`src/hdl/two_layer_mlp_inference_assert.svh`:
```
// Assertion macros for the MLP inference block.
`ifndef TWO_LAYER_MLP_INFERENCE_ASSERT_SVH
`define TWO_LAYER_MLP_INFERENCE_ASSERT_SVH
`ifndef SYNTHESIS
`define MLP_ASSERT_IMPL(label, clk, rst_n, prop, msg) \
    label: assert property (@(posedge clk) disable iff (!rst_n) prop) else $error(msg);
`define MLP_ASSERT_NEXT(label, clk, rst_n, pre, post, msg) \
    label: assert property (@(posedge clk) disable iff (!rst_n) (pre) |=> (post)) \
        else $error(msg);
`else
`define MLP_ASSERT_IMPL(label, clk, rst_n, prop, msg)
`define MLP_ASSERT_NEXT(label, clk, rst_n, pre, post, msg)
`endif
`endif

```
`src/hdl/mlp_pkg.sv`:
```
`default_nettype none
package mlp_pkg;
    localparam int INPUTS_DEF     = 12288;
    localparam int HIDDEN_DEF     = 64;
    localparam int CLASSES_DEF    = 10;
    localparam int VALUE_BITS_DEF = 16;
    localparam int FRAC_BITS      = 12;

    localparam logic [2:0] OP_HW   = 3'd0;
    localparam logic [2:0] OP_HB   = 3'd1;
    localparam logic [2:0] OP_OW   = 3'd2;
    localparam logic [2:0] OP_OB   = 3'd3;
    localparam logic [2:0] OP_FEAT = 3'd4;

    typedef struct packed {
        logic [2:0]         operation;
        logic [5:0]         hidden_index;
        logic [13:0]        element_index;
        logic signed [15:0] value;
        logic               end_of_vector;
    } t_in_item;

    typedef struct packed {
        logic [3:0]         class_index;
        logic signed [47:0] score;
        logic               last_result;
    } t_out_item;

    typedef enum logic [2:0] {
        ST_IDLE, ST_FEAT, ST_ACT, ST_OUT, ST_EMIT
    } t_state;

    // Control from sequencer into the cell chain
    typedef struct packed {
        logic feat;     // shift a product into the chain
        logic act;      // shift an activation step
        logic clr;      // clear the accumulators
    } t_chain_ctl;

    localparam logic signed [47:0] ACC_MAX = {1'b0, {47{1'b1}}};
    localparam logic signed [47:0] ACC_MIN = {1'b1, {47{1'b0}}};

    function automatic logic signed [47:0] sat_add(input logic signed [47:0] a,
                                                   input logic signed [47:0] b);
        logic signed [48:0] s;
        s = {a[47], a} + {b[47], b};
        if (s[48] != s[47]) return s[48] ? ACC_MIN : ACC_MAX;
        return s[47:0];
    endfunction
endpackage
`default_nettype wire

```
`src/hdl/mlp_cell.sv`:
```
`default_nettype none
// One hidden accumulator cell; passes its value along the chain on each shift.
module mlp_cell (
    input  wire logic               i_clk,
    input  wire mlp_pkg::t_chain_ctl i_ctl,
    input  wire logic signed [47:0] i_add,   // product for the cell at the head
    input  wire logic signed [47:0] i_prev,  // value of upstream cell
    input  wire logic               i_head,
    output logic signed [47:0]      o_acc
);
    logic signed [47:0] r_acc, n_acc;
    always_comb begin
        n_acc = r_acc;
        if (i_ctl.clr) n_acc = '0;
        else if (i_ctl.feat || i_ctl.act)
            n_acc = i_head ? mlp_pkg::sat_add(i_prev, i_add) : i_prev;
    end
    always_ff @(posedge i_clk) begin
        r_acc <= n_acc;
    end
    assign o_acc = r_acc;
endmodule
`default_nettype wire

```
`config.mk`:
```
export PLATFORM = sky130hd
export DESIGN_NAME = mlp_cell
export DESIGN_NICKNAME = d
export VERILOG_FILES = /design/src/hdl/two_layer_mlp_inference_assert.svh /design/src/hdl/mlp_pkg.sv /design/src/hdl/mlp_cell.sv
export SDC_FILE = /design/constraint.sdc
export NUM_CORES = 1
export LEC_CHECK = 0
export BUFFER_PORTS_ARGS = -buffer_cell sky130_fd_sc_hd__clkbuf_2
export CAP_MARGIN = 20
export CORE_ASPECT_RATIO = 1.4
export CORE_UTILIZATION = 40
export DETAILED_ROUTE_END_ITERATION = 8
export GPL_ROUTABILITY_DRIVEN = 0
export MAX_ROUTING_LAYER = met4
export PLACE_DENSITY_LB_ADDON = 0.2
export SYNTH_ARGS = -nofsm -noshare
export SYNTH_HDL_FRONTEND = slang
export SYNTH_SLANG_ARGS = --single-unit
```
`constraint.sdc`:
```
create_clock -name i_clk -period 5.06 [get_ports i_clk]
set_input_delay 1.265 -clock i_clk [delete_from_list [all_inputs] [get_ports i_clk]]
set_output_delay 1.265 -clock i_clk [all_outputs]
set_load 0.03 [all_outputs]
```
Word-level counts from Yosys, hierarchy flattened
Cells that the tools add are included.
{"block": "word_totals", "reg_bits": 48, "latchBits": 0, "ram_bits": 0, "rom_bits": 0, "in_bits": 101, "output_inout_bits": 48, "wordCells": 11, "n_memories": 0}
{"block": "classes", "add_sub_neg": 1, "n_mul": 0, "div": 0, "n_lt_le_gt_ge": 0, "eq_ne": 1, "n_shift": 0, "n_mux": 7, "bitwise": 0, "reduce_logical": 1}
{"op": "$mux W48", "n": 4}
{"op": "$add A48 B48 Y49", "n": 1}
{"op": "$mux W1", "n": 3}
{"op": "$logic_or A1 B1 Y1", "n": 1}
{"op": "$ne A1 B1 Y1", "n": 1}

Depth between registers and ports, before layout
Gate-level depths: netlist of run 1.
{"block": "depth", "ltp_word": 7, "ltp_mapped": 14, "mapped_depth_nobuf": 13}

Worst setup path after synthesis of run 1
OpenSTA, ideal clock, no wires.
{"block": "synth_path", "path_type": "in2reg", "from": "in i_add[34]", "to": "reg r_acc[5], in the netlist o_acc[5]", "setup_ns": 0.133, "arrival_time_ns": 3.860, "required_ns": 4.927, "slack_ns": 1.068, "cell_stages": 12, "path_buffers": 1, "cell_sequence": "ha_1 a21o_1 o21bai_1 a2111oi_2 nor3_1 a21o_1 or4_4 a211oi_4 buf_4 nor2_1 o221ai_1 a21oi_1"}
{"block": "synth_via", "elab_chain_cells": 7, "elab_cells_between_ends": 9, "cone_classes": "add/sub: 1; eq/ne: 1; mux: 7"}
{"element": "start, declared", "line_no": "mlp_cell.sv:6", "text": "input wire logic signed [47:0] i_add,"}
{"element": "$add A48 B48 Y49 *", "line_no": "mlp_pkg.sv:46", "text": "s = {a[47], a} + {b[47], b};"}
{"element": "$ne A1 B1 Y1", "line_no": "mlp_pkg.sv:47", "text": "if (s[48] != s[47]) return s[48] ? ACC_MIN : ACC_MAX;"}
{"element": "$mux W1", "line_no": "mlp_pkg.sv:47"}
{"element": "$mux W1", "line_no": "mlp_cell.sv:15", "text": "else if (i_ctl.feat || i_ctl.act)"}
{"element": "$mux W1", "line_no": "mlp_cell.sv:14", "text": "if (i_ctl.clr) n_acc = '0;"}
{"element": "$mux W48 *", "line_no": "mlp_pkg.sv:48", "text": "return s[47:0];"}
{"element": "$mux W48 *", "line_no": "mlp_cell.sv:16", "text": "n_acc = i_head ? mlp_pkg::sat_add(i_prev, i_add) : i_prev;"}
{"element": "end signal, assigned", "line_no": "mlp_cell.sv:19", "text": "r_acc <= n_acc;"}
{"element": "end, declared", "line_no": "mlp_cell.sv:11", "text": "logic signed [47:0] r_acc, n_acc;"}
Mark *: on every way between the ends. The rest lies on a longest branch, timed or not. The select of a mux whose other input is x is not followed.
A chain may end at the register's enable or synchronous reset.

Final worst setup path of run 1
{"block": "layout_path", "from": "in i_add[0]", "to": "reg r_acc[23], in the netlist o_acc[23]"}
Same word-level chain as after synthesis.

==> results of run 1 <==
==> metrics by stage <==
stage | setup WS (ps) | std cells | instance area, um2 | hold slack, ps
final | 593 | 978 | 6050 | 455
after global routing | 311 | 978 | 6050 | 478
after CTS | 694 | 978 | 6050 | 461
after detailed placement | 417 | 971 | 5920 | 452
after global placement | 533 | 971 | 5920 | 443
after floorplan | 1070 | 696 | 5030 | 580
==> critical path: stages <==
cell                       delay (ps)
sky130_fd_sc_hd__clkbuf_2          80
sky130_fd_sc_hd__ha_1             200
sky130_fd_sc_hd__inv_1             70
sky130_fd_sc_hd__fa_1             180
sky130_fd_sc_hd__nand2b_1         150
sky130_fd_sc_hd__a21oi_1          130
sky130_fd_sc_hd__nor4_1           460
sky130_fd_sc_hd__nor3_1           160
sky130_fd_sc_hd__o2111a_1         350
sky130_fd_sc_hd__o211a_1          300
sky130_fd_sc_hd__o211ai_2         460
sky130_fd_sc_hd__nand2_1          380
sky130_fd_sc_hd__o221ai_1         330
sky130_fd_sc_hd__a21oi_1          100
==> worst max-delay path by stage <==
stage / from / end / slack (ps) / depth (start not counted)
after floorplan: i_add[34] / o_acc[5] / 1070 / 12
after global placement: i_add[0] / o_acc[31] / 530 / 14
after detailed placement: i_add[0] / o_acc[31] / 420 / 14
after CTS: i_add[0] / o_acc[31] / 690 / 14
after global routing: i_prev[0] / o_acc[23] / 310 / 14
final: i_add[0] / o_acc[23] / 590 / 14
==> logic make-up (layout without fill, tap and decap cells) <==
group | count (synthesis) | after routing | synth area share [%]
adder cells (fa/ha/maj) | 50 | 50 | 12.5
XOR/XNOR | 38 | 38 | 6.62
AND/OR/NAND/NOR | 271 | 271 | 25.9
multiplexers | 3 | 3 | 0.597
AO/OA/AOI/OAI | 234 | 234 | 31.2
flip-flops | 48 | 48 | 19.1
buffers and inverters | 52 | 184 | 4.13
==> synthesized netlist by cell type (all sizes together), types with 11 or more instances <==
library cell,number
nor2,78
a21o,25
nand2,60
a21oi,83
ha,48
and2,11
a31oi,14
nor4,24
inv,14
clkbuf,29
nor3,39
nand3,16
o21ai,28
dfxtp,48
o21bai,11
xnor2,27
xor2,11
==> power by group through the flow <==
| stage | combinational (uW) | sequential, uW | clock (uW) |
|---|---|---|---|
| 2_1_floorplan | 439 | 538 | 0 |
| 3_3_place_gp | 741 | 454 | 0 |
| 4_1_cts | 751 | 447 | 340 |
| 3_5_place_dp | 747 | 455 | 0 |
| 6_report | 760 | 447 | 330 |
| 5_1_grt | 826 | 451 | 350 |
==> cell type report <==
type / instances / area [um2]
Sequential cell: 48 / 961
Tap cell: 150 / 188
Clock inverter: 1 / 5.00
Inverter: 15 / 56.3
Clock buffer: 6 / 129
Timing Repair Buffer: 162 / 846
Fill cell: 1282 / 6260
Multi-Input combinational cell: 596 / 3870
==> routing by layer <==
metal  global-route usage [%]  vias up  share of wire (%)  wire (um)
met3                     4.04       71                6.4       1130
met2                     47.5      288                 49       8640
met1                     30.8     2723                 40       7080
li1                         -     2868                  -          -
met4                     13.8        0                4.7        831
met5                        -        -                  0          0
==> key figures, run 1 <==
Outcome
  – Result of the run: completed

Clocking
  – Gates resized, CTS repair: 0
  – Clock buffer count from CTS: 5
  – Setup Buffers After CTS: 0
  – TritonCTS clock tree: done
  – Buffer cell driving the clock tree root: sky130_fd_sc_hd__clkbuf_16
  – Number of buffers added to fix hold violations after cts: 0
  – Clock slew seen by the registers of the worst setup and hold paths: around 60 ps
  – Clk_lat worst skew: 290 ps
  – Maximum count of clock buffers along a single path: 2
  – Sinks on the clock net: 48
  – Number of levels in the clock H-tree: 2

Cells and area
  – Share of post-route cells with drive strength above 1: 22.5%
  – Final core utilization: 49.2%
  – # diodes: 0
  – Total number of nets in the final design: a little under 1000
  – Most common library cell in the layout ignoring fill and taps: sky130_fd_sc_hd__clkbuf_2
  – Max reg flops: 48
  – Area growth from synthesis to final layout: 20.4%
  – Commonest cells after routing, fill and taps aside: sky130_fd_sc_hd__clkbuf_2 (148), sky130_fd_sc_hd__a21oi_1 (83), sky130_fd_sc_hd__nor2_1 (76), sky130_fd_sc_hd__nand2_1 (60)

Die
  – Ports: 149
  – Core Region: 12300 um2
  – Die Outline Area: 13000 um2
  – Cell row count: 48
  – Starting density of the core: approximately 41%
  – Die Y: 135 um
  – Die W: about 97 um

Hold path
  – End of the worst hold path: o_acc[5]
  – Startpoint of the tightest hold check path: o_acc[5]
  – Worst hold path type: reg -> reg
  – Hold Path Depth: 2

Worst setup path
  – Worst EP required: 5210 ps
  – Crit. End Element: flip-flop
  – Critical path class: in -> reg
  – Setup slack of the worst register-to-register path: 4150 ps
  – Nature of the critical path startpoint: input port
  – Max FO, Critical Path: 9
  – Endpoint arrival time on the critical path: 4610 ps
  – Endpoint of the worst register-to-register path: o_acc[37]
  – Worst-case reg-to-reg path depth: 3
  – Launching point of the worst reg2reg path: o_acc[37]

Global route
  – Global-route wire length before repair: around 28000 um
  – Pin count of the biggest net entering global routing: 50
  – Gr usage total: 27.5%
  – Total gr overflow: 0
  – Antenna violations before repair: 0
  – Via count of the first global-routing pass: 5872

Power and ir drop
  – Net switching fraction of the power: 42.1%
  – Part of the total power dissipated in sequential elements: between 20% and 30%
  – Switching power summed over all nets: 648 uW
  – Pwr per Cell Area: 254 nW/um2
  – Leakage power summed over all cells: 0.00281 uW
  – Peak ir drop on the vdd network: 0.000126 V
  – Total design power: between 1500 and 2000 uW
  – Fraction of power consumed by the clock network: around 22%
  – Part of the power in combinational logic: 49.5%
  – Cell internal power dissipation: 889 uW

Synth
  – Leading post-synthesis cells by cell area: sky130_fd_sc_hd__dfxtp_1 (19%), sky130_fd_sc_hd__ha_1 (12%), sky130_fd_sc_hd__a21oi_1 (8.3%)
  – Net count after synthesis: 846
  – Avg Inst Size Synth: 7.22 um2
  – Synthesized cell area: 5030 um2
  – Number of distinct library cell variants in the gate-level netlist after synthesis: 67
  – Number of enable flip-flop cells after synthesis: 0
  – Main synth FF type: sky130_fd_sc_hd__dfxtp_1
  – Fraction of the yosys area taken by sequential cells: 19.1%
  – Number of warnings reported in the yosys synthesis log: 0
  – Cells after synthesis: roughly 700
  – Cell taking the most area after synthesis: sky130_fd_sc_hd__dfxtp_1
  – Post-synthesis sequential element count: 48
  – Async S/R FF share, synth: 0%
  – Post-synth top area share: between 10% and 20%

STA
  – Slew of the pin with the lowest slew margin: 979 ps
  – Setup violations, final: 0
  – Slew Limit Headroom: 34.6%
  – Min cycle time layout: 4470 ps
  – Final count of pins violating max slew: 0
  – Final count of hold timing violations: 0
  – Maximum clock skew at final layout: 0 ps
  – Aggregate negative setup slack: 0 ps
  – Final Cycle Share: 88.3%
  – Unrepaired setup endpoints after global routing: no
  – Peak Freq: about 0.22 GHz

Placement
  – # port buffers: 148
  – Final HPWL from detailed placement: about 14000 um

Routing
  – DRC violations left: 0
  – Vias after detailed routing: 5950
  – Per-cell routed wire length: ~18 um
  – Iteration-0 DRC count of the detailed router: 263
  – Total wire length: 17700 um
  – Antenna violation net count after detailed routing: 0
  – Number of iterations in the first detailed-routing pass: 5
  – Mean number of vias per cell: 6.08

Flow run
  – Total of max-cap violations: 0
No activity file was read; power rests on OpenSTA's default activity.
==> run 2, diff against run 1 <==
- clock period: 5.06 -> 4.5 ns (I/O delays scaled with it)
==> run 2 against run 1 <==
- core utilization is 0.35 points higher
- flip-flop and latch count is the same
- sequential share of layout area shrank 0.11 points
- cell area up 0.70%
- largest cell class unchanged
==> key figures, run 2 (same netlist as run 1, synthesis figures left out) <==
Outcome
  – Result of the run: completed (unchanged)

Routing
  – Per-cell routed wire length: 18.4 um (was 18.1 um)
  – Number of iterations in the first detailed-routing pass: 7 (was 5)
  – Total wire length: 18000 um (was 17700 um)
  – Vias after detailed routing: 5947 (was 5950)
  – Antenna violation net count after detailed routing: 0 (unchanged)
  – Mean number of vias per cell: 6.06 (was 6.08)
  – Iteration-0 DRC count of the detailed router: 380 (was 263)
  – DRC violations left: 0 (unchanged)

Flow run
  – Total of max-cap violations: 0 (unchanged)

Cells and area
  – Area used by multi-input combinational logic: 3870 um2 (unchanged)
  – Total number of nets in the final design: 980 (was 978)
  – Fill cell instance count of the final layout: 1275 (was 1282)
  – Max reg flops: 48 (unchanged)
  – Area growth from synthesis to final layout: 21.2% (was 20.4%)
  – Area of all placed cells without fillers: 6090 um2 (was 6050 um2)
  – # diodes: 0 (unchanged)
  – Share of post-route cells with drive strength above 1: 22.9% (was 22.5%)
  – Commonest cells after routing, fill and taps aside: sky130_fd_sc_hd__clkbuf_2 (148), sky130_fd_sc_hd__a21oi_1 (83), sky130_fd_sc_hd__nor2_1 (76), sky130_fd_sc_hd__nand2_1 (60) (unchanged)
  – Sequential cell area: 961 um2 (unchanged)
  – Most common library cell in the layout ignoring fill and taps: sky130_fd_sc_hd__clkbuf_2 (unchanged)

Global route
  – GR met2 Demand/Resource: 50.0% (was 47.5%)
  – Via count of the first global-routing pass: 5911 (was 5872)
  – Antenna violations before repair: 0 (unchanged)
  – Global-route wire length before repair: 28900 um (was 28300 um)
  – Total gr overflow: 0 (unchanged)
  – Met1 Resource Use GR: 30.7% (was 30.8%)
  – Pin count of the biggest net entering global routing: 49 (was 50)
  – Gr usage total: 28.0% (was 27.5%)
  – Grt met3 use: 3.42% (was 4.04%)
  – Layer carrying the most global-route usage: met2 (unchanged)

STA
  – Unrepaired setup endpoints after global routing: no (unchanged)
  – Slew of the pin with the lowest slew margin: 879 ps (was 979 ps)
  – Final count of pins violating max slew: 0 (unchanged)
  – Slew Limit Headroom: 41.2% (was 34.6%)
  – Setup violations, final: 0 (unchanged)
  – Final count of hold timing violations: 0 (unchanged)
  – Worst hold margin: 457 ps (was 455 ps)
  – Min cycle time layout: 4160 ps
  – Maximum clock skew at final layout: 0 ps (unchanged)
  – Final Cycle Share: 92.5%
  – Peak Freq: roughly 0.24 GHz
  – Aggregate negative setup slack: 0 ps (unchanged)

Hold path
  – Worst hold path type: reg -> reg (unchanged)
  – Hold Path Depth: 2 (unchanged)
  – End of the worst hold path: o_acc[8] (was o_acc[5])
  – Startpoint of the tightest hold check path: o_acc[8] (was o_acc[5])

Die
  – Core Region: 12300 um2 (unchanged)
  – Die Outline Area: 13000 um2 (unchanged)
  – Ports: 149 (unchanged)
  – Die Y: 135 um (unchanged)
  – Starting density of the core: 40.8% (unchanged)
  – Die W: 96.8 um (unchanged)
  – Cell row count: 48 (unchanged)

Worst setup path
  – Endpoint arrival time on the critical path: 4390 ps (was 4610 ps)
  – Slowest cell on crit path: sky130_fd_sc_hd__a2111oi_0 (was sky130_fd_sc_hd__nor4_1)
  – Endpoint of the worst register-to-register path: o_acc[45] (was o_acc[37])
  – Launching point of the worst reg2reg path: o_acc[45] (was o_acc[37])
  – Worst EP required: 4730 ps (was 5210 ps)
  – Max FO, Critical Path: 9 (unchanged)
  – Setup slack of the worst register-to-register path: 3610 ps (was 4150 ps)
  – Crit. End Element: flip-flop (unchanged)
  – Largest stage delay on the critical path: 430 ps (was 460 ps)
  – CP cell instances: clkbuf_2, ha_1, inv_1, fa_1, nand2b_1, a21oi_1, nor4_1, nor3_1, o2111a_1, o211a_1, o211ai_2, buf_4, a2111oi_0, o21bai_1 (was clkbuf_2, ha_1, inv_1, fa_1, nand2b_1, a21oi_1, nor4_1, nor3_1, o2111a_1, o211a_1, o211ai_2, nand2_1, o221ai_1, a21oi_1)
  – Critical path class: in -> reg (unchanged)
  – Nature of the critical path startpoint: input port (unchanged)
  – Worst-case reg-to-reg path depth: 3 (unchanged)

Clocking
  – Gates resized, CTS repair: 0 (unchanged)
  – Buffer cell driving the clock tree root: sky130_fd_sc_hd__clkbuf_16 (unchanged)
  – TritonCTS clock tree: done (unchanged)
  – Clock buffer count from CTS: 5 (unchanged)
  – Maximum count of clock buffers along a single path: 2 (unchanged)
  – Number of levels in the clock H-tree: 2 (unchanged)
  – Clock slew seen by the registers of the worst setup and hold paths: 80 ps (was 60 ps)
  – Clk_lat worst skew: 290 ps (about the same)
  – Setup Buffers After CTS: 0 (unchanged)
  – Sinks on the clock net: 48 (unchanged)
  – Number of buffers added to fix hold violations after cts: 0 (unchanged)

Placement
  – Final HPWL from detailed placement: 13900 um (was 13700 um)
  – # port buffers: 148 (unchanged)
  – Placed instance area: 5950 um2 (was 5920 um2)

Power and ir drop
  – Peak ir drop on the vdd network: 0.000146 V (was 0.000126 V)
  – Leakage power summed over all cells: 0.00283 uW (was 0.00281 uW)
  – Pwr per Cell Area: 289 nW/um2 (was 254 nW/um2)
[run 2: final cells by class]
cell class | instances | area share (%)
Multi-Input combinational cell | 596 | 63.5
Clock buffer | 6 | 2.28
Clock inverter | 2 | 0.164
Inverter | 15 | 0.924
Sequential cell | 48 | 15.8
Timing Repair Buffer | 164 | 14.3
Tap cell | 150 | 3.08
[run 2: per-layer routing]
| layer | wire length (um) | share of wire [%] |
|---|---|---|
| met5 | 0 | 0 |
| met2 | 9270 | 51 |
| met4 | 597 | 3.3 |
| met1 | 7220 | 40 |
| met3 | 949 | 5.3 |
[run 2: report_power, final]
part           switching [uW]  internal, uW
Combinational             534           325
Clock                     181           220
Sequential               27.1           475
[run 2: how the worst max path moves through the flow]
| stage | to | from |
|---|---|---|
| finish | o_acc[28] | i_prev[0] |
| global route | o_acc[28] | i_prev[0] |
| global placement | o_acc[28] | i_prev[0] |
| floorplan | o_acc[5] | i_add[34] |
| detailed placement | o_acc[28] | i_prev[0] |
| CTS | o_acc[28] | i_prev[0] |
[run 2: metrics by stage]
| step | instances | setup WS (ps) | total power (uW) | utilization [%] |
|---|---|---|---|---|
| 6_report | 981 | 337 | 1760 | 49.5 |
| 5_1_grt | 981 | 37.7 | 1860 | 49.5 |
| 4_1_cts | 981 | 371 | 1760 | 49.5 |
| 3_5_place_dp | 973 | 82.1 | 1360 | 48.3 |
| 3_3_place_gp | 973 | 211 | 1350 | 48.3 |
| 2_1_floorplan | 696 | 648 | 1100 | - |
[run 2: critical path, delay by kind of cell]
| kind | cells | cell delay [ps] |
|---|---|---|
| AOI/OAI and AO/OA | 6 | 1690 |
| and+or+nand+nor | 3 | 660 |
| adders and majority gates | 2 | 540 |
| buffers and inverters | 3 | 380 |
==> run 3, diff against run 2 <==
- ABC_AREA: not set -> 1
- BUFFER_PORTS_ARGS: -buffer_cell sky130_fd_sc_hd__clkbuf_2 -> -buffer_cell sky130_fd_sc_hd__buf_2
==> run 3 against run 2 <==
- core utilization down 2.3 points
- largest cell class unchanged
- maximum frequency is 19% higher
- wire length rose by 26%
- sequential share of layout area decreased by 2.7 points
- critical path type unchanged
- total power up 7.6%
==> key figures, run 3 <==
Outcome
  – Result of the run: completed (unchanged)

Synth
  – Net count after synthesis: 1273 (was 846)
  – Commonest cells in the synthesized netlist: sky130_fd_sc_hd__nand2_1 (369), sky130_fd_sc_hd__inv_1 (137), sky130_fd_sc_hd__nor2_1 (106), sky130_fd_sc_hd__a21oi_1 (99), sky130_fd_sc_hd__o21ai_0 (55) (was sky130_fd_sc_hd__a21oi_1 (83), sky130_fd_sc_hd__nor2_1 (77), sky130_fd_sc_hd__nand2_1 (60), sky130_fd_sc_hd__dfxtp_1 (48), sky130_fd_sc_hd__ha_1 (48))
  – Post-synth top area share: 21.9% (was 19.1%)
  – Async S/R FF share, synth: 0% (unchanged)
  – Count leader, synth: sky130_fd_sc_hd__nand2_1 (was sky130_fd_sc_hd__a21oi_1)
  – Post-synthesis sequential element count: 48 (unchanged)
  – Cell taking the most area after synthesis: sky130_fd_sc_hd__nand2_1 (was sky130_fd_sc_hd__dfxtp_1)
  – Main synth FF type: sky130_fd_sc_hd__dfxtp_1 (unchanged)
  – Avg Inst Size Synth: 5.63 um2 (was 7.22 um2)
  – Synthesized cell area: 6320 um2 (was 5030 um2)
  – Number of distinct library cell variants in the gate-level netlist after synthesis: 36 (was 67)
  – Leading post-synthesis cells by cell area: sky130_fd_sc_hd__nand2_1 (22%), sky130_fd_sc_hd__dfxtp_1 (15%), sky130_fd_sc_hd__ha_1 (9.5%) (was sky130_fd_sc_hd__dfxtp_1 (19%), sky130_fd_sc_hd__ha_1 (12%), sky130_fd_sc_hd__a21oi_1 (8.3%))
  – Number of enable flip-flop cells after synthesis: 0 (unchanged)
  – Cells after synthesis: 1123 (was 696)
  – Fraction of the yosys area taken by sequential cells: 15.2% (was 19.1%)
  – Number of warnings reported in the yosys synthesis log: 0 (unchanged)

Global route
  – Antenna violations before repair: 0 (unchanged)
  – Global-route wire length before repair: 36000 um (was 28900 um)
  – Via count of the first global-routing pass: 7212 (was 5911)
  – Total gr overflow: 0 (unchanged)
  – Pin count of the biggest net entering global routing: 57 (was 49)
  – Gr usage total: 29.5% (was 28.0%)

Die
  – Cell row count: 54 (was 48)
  – Die Y: 151 um (was 135 um)
  – Starting density of the core: 40.7% (was 40.8%)
  – Ports: 149 (unchanged)
  – Die Outline Area: 16300 um2 (was 13000 um2)
  – Die W: 108 um (was 96.8 um)
  – Core Region: 15500 um2 (was 12300 um2)

Worst setup path
  – Number of cells on the critical path: 19 (was 14)
  – Largest stage delay on the critical path: 410 ps (was 430 ps)
  – Crit-path most repeated cell: sky130_fd_sc_hd__nand2_1
  – Start point of the critical path: i_prev[0] (unchanged)
  – Worst-case reg-to-reg path depth: 2 (was 3)
  – Worst EP required: 4670 ps (was 4730 ps)
  – Max FO, Critical Path: 23 (was 9)
  – Critical path class: in -> reg (unchanged)
  – Launching point of the worst reg2reg path: o_acc[27] (was o_acc[45])
  – Slowest cell on crit path: sky130_fd_sc_hd__fa_1 (was sky130_fd_sc_hd__a2111oi_0)
  – Nature of the critical path startpoint: input port (unchanged)
  – Crit. End Element: flip-flop (unchanged)
  – Endpoint arrival time on the critical path: 3660 ps (was 4390 ps)
  – Setup slack of the worst register-to-register path: 3680 ps (was 3610 ps)
  – Kind of cell with the highest combined delay on the critical path: simple AND/OR/NAND/NOR gates (was compound AO/OA/AOI/OAI gates)
  – CP cell instances: buf_2, ha_1, inv_1, fa_1, inv_1, nand3_1, nand2_1, nand2_1, nand2_1, nand2_1, nand2_2, nand2_2, nand4_1, nand2_2, a21oi_4, buf_12, nand2_1, nand2_1, a21oi_1 (was clkbuf_2, ha_1, inv_1, fa_1, nand2b_1, a21oi_1, nor4_1, nor3_1, o2111a_1, o211a_1, o211ai_2, buf_4, a2111oi_0, o21bai_1)
  – Number of buffers and inverters on the critical path: 4 (was 3)

Routing
  – Number of iterations in the first detailed-routing pass: 5 (was 7)
  – Iteration-0 DRC count of the detailed router: 409 (was 380)
  – DRC violations left: 0 (unchanged)
  – Vias after detailed routing: 7412 (was 5947)
  – Per-cell routed wire length: 15.7 um (was 18.4 um)
  – Mean number of vias per cell: 5.11 (was 6.06)
  – Total wire length: 22700 um (was 18000 um)
  – Antenna violation net count after detailed routing: 0 (unchanged)

Clocking
  – Number of buffers added to fix hold violations after cts: 0 (unchanged)
  – TritonCTS clock tree: done (unchanged)
  – Gates resized, CTS repair: 0 (unchanged)
  – Number of levels in the clock H-tree: 2 (unchanged)
  – Clock slew seen by the registers of the worst setup and hold paths: 80 ps (about the same)
  – Buffer cell driving the clock tree root: sky130_fd_sc_hd__clkbuf_16 (unchanged)
  – Clock buffer count from CTS: 5 (unchanged)
  – Maximum count of clock buffers along a single path: 2 (unchanged)
  – Sinks on the clock net: 48 (unchanged)
  – Setup Buffers After CTS: 0 (unchanged)
  – Clk_lat worst skew: 300 ps (was 290 ps)

STA
  – Setup violations, final: 0 (unchanged)
  – Aggregate negative setup slack: 0 ps (unchanged)
  – Final Cycle Share: 77.6% (was 92.5%)
  – Final count of hold timing violations: 0 (unchanged)
  – Peak Freq: 0.286 GHz (was 0.240 GHz)
  – Unrepaired setup endpoints after global routing: no (unchanged)
  – Min cycle time layout: 3490 ps (was 4160 ps)
  – Maximum clock skew at final layout: 0 ps (unchanged)
  – Final count of pins violating max slew: 0 (unchanged)
  – Slew of the pin with the lowest slew margin: 805 ps (was 879 ps)
  – Slew Limit Headroom: 46.2% (was 41.2%)

Cells and area
  – Fill cell instance count of the final layout: 1798 (was 1275)
  – Total number of nets in the final design: 1403 (was 980)
  – Area growth from synthesis to final layout: 16.0% (was 21.2%)
  – Final core utilization: 47.2% (was 49.5%)
  – Share of post-route cells with drive strength above 1: 18.1% (was 22.9%)
  – Most common library cell in the layout ignoring fill and taps: sky130_fd_sc_hd__nand2_1 (was sky130_fd_sc_hd__clkbuf_2)
  – Commonest cells after routing, fill and taps aside: sky130_fd_sc_hd__nand2_1 (369), sky130_fd_sc_hd__buf_2 (148), sky130_fd_sc_hd__inv_1 (136), sky130_fd_sc_hd__nor2_1 (106), sky130_fd_sc_hd__a21oi_1 (99) (was sky130_fd_sc_hd__clkbuf_2 (148), sky130_fd_sc_hd__a21oi_1 (83), sky130_fd_sc_hd__nor2_1 (76), sky130_fd_sc_hd__nand2_1 (60))
  – # diodes: 0 (unchanged)
  – Max reg flops: 48 (unchanged)

Power and ir drop
  – Pwr per Cell Area: 258 nW/um2 (was 289 nW/um2)
  – Leakage power summed over all cells: 0.00399 uW (was 0.00283 uW)
  – Peak ir drop on the vdd network: 0.000161 V (was 0.000146 V)

Placement
  – Final HPWL from detailed placement: 19000 um (was 13900 um)
  – # port buffers: 148 (unchanged)

Hold path
  – Startpoint of the tightest hold check path: o_acc[7] (was o_acc[8])
  – Worst hold path type: reg -> reg (unchanged)
  – Hold Path Depth: 2 (unchanged)

Flow run
  – Total of max-cap violations: 0 (unchanged)
run 3: cell types whose count changed after synthesis, sizes merged, moves of 15 or more:
cell,change
or2,+30
nand3,+32
inv,+129
a21oi,+20
a21o,-24
xnor2,-15
nor3,-28
nand4,+28
nor2,+36
nor4,-23
nand2,+323
o21ai,+37
run 3: where the power goes:
| part | internal [uW] | switching [uW] |
|---|---|---|
| logic | 328 | 649 |
| clock network | 211 | 202 |
| registers | 474 | 31.5 |
| total | 1010 | 882 |
run 3: cells by family (layout without fill, tap and decap cells):
| family | count (synthesis) | in the layout | synth area share, % |
|---|---|---|---|
| DFF | 48 | 48 | 15.2 |
| adders and majority gates | 49 | 49 | 9.81 |
| and+or+nand+nor | 625 | 625 | 42.3 |
| xor gates and xnor gates | 31 | 31 | 4.29 |
| buffers and inverters | 172 | 303 | 11.2 |
| AOI/OAI and AO/OA | 198 | 198 | 17.2 |
run 3: metal layers:
metal / vias to the layer above / GRT usage [%] / wire length, um
met5: - / - / 0
met4: 0 / 19.3 / 1650
met3: 74 / 2.93 / 1040
met2: 252 / 50.8 / 11000
met1: 3225 / 32.0 / 9010
li1: 3861 / - / -
run 3: per-stage QoR:
| step | instances | worst slack [ps] | hold WS, ps | total power, uW | area (um2) |
|---|---|---|---|---|---|
| finish | 1450 | 1010 | 538 | 1900 | 7330 |
| global route | 1450 | 764 | 573 | 2030 | 7330 |
| CTS | 1450 | 1010 | 543 | 1900 | 7330 |
| global placement | 1442 | 793 | 521 | 1480 | 7180 |
| detailed placement | 1442 | 705 | 520 | 1490 | 7180 |
| floorplan | 1123 | 1320 | 657 | 1210 | 6320 |
run 3: final cells by class:
| class | count | area [um2] | area share [%] |
|---|---|---|---|
| Clock inverter | 3 | 25.0 | 0.341 |
| Clock buffer | 5 | 125 | 1.71 |
| Tap cell | 196 | 245 | 3.34 |
| Multi-Input combinational cell | 903 | 4660 | 63.5 |
| Timing Repair Buffer | 152 | 783 | 10.7 |
| Sequential cell | 48 | 961 | 13.1 |
| Inverter | 143 | 537 | 7.32 |
run 3: worst paths after layout:
path	end
hold / removal	o_acc[7]
setup reg to reg	o_acc[27]
setup / recovery	o_acc[33]
hold reg to reg	o_acc[7]
run 3: tightest hold or removal path: stages (launching register included):
cell,delay [ps]
sky130_fd_sc_hd__dfxtp_1,320
sky130_fd_sc_hd__o21ai_0,80
sky130_fd_sc_hd__a21oi_1,100
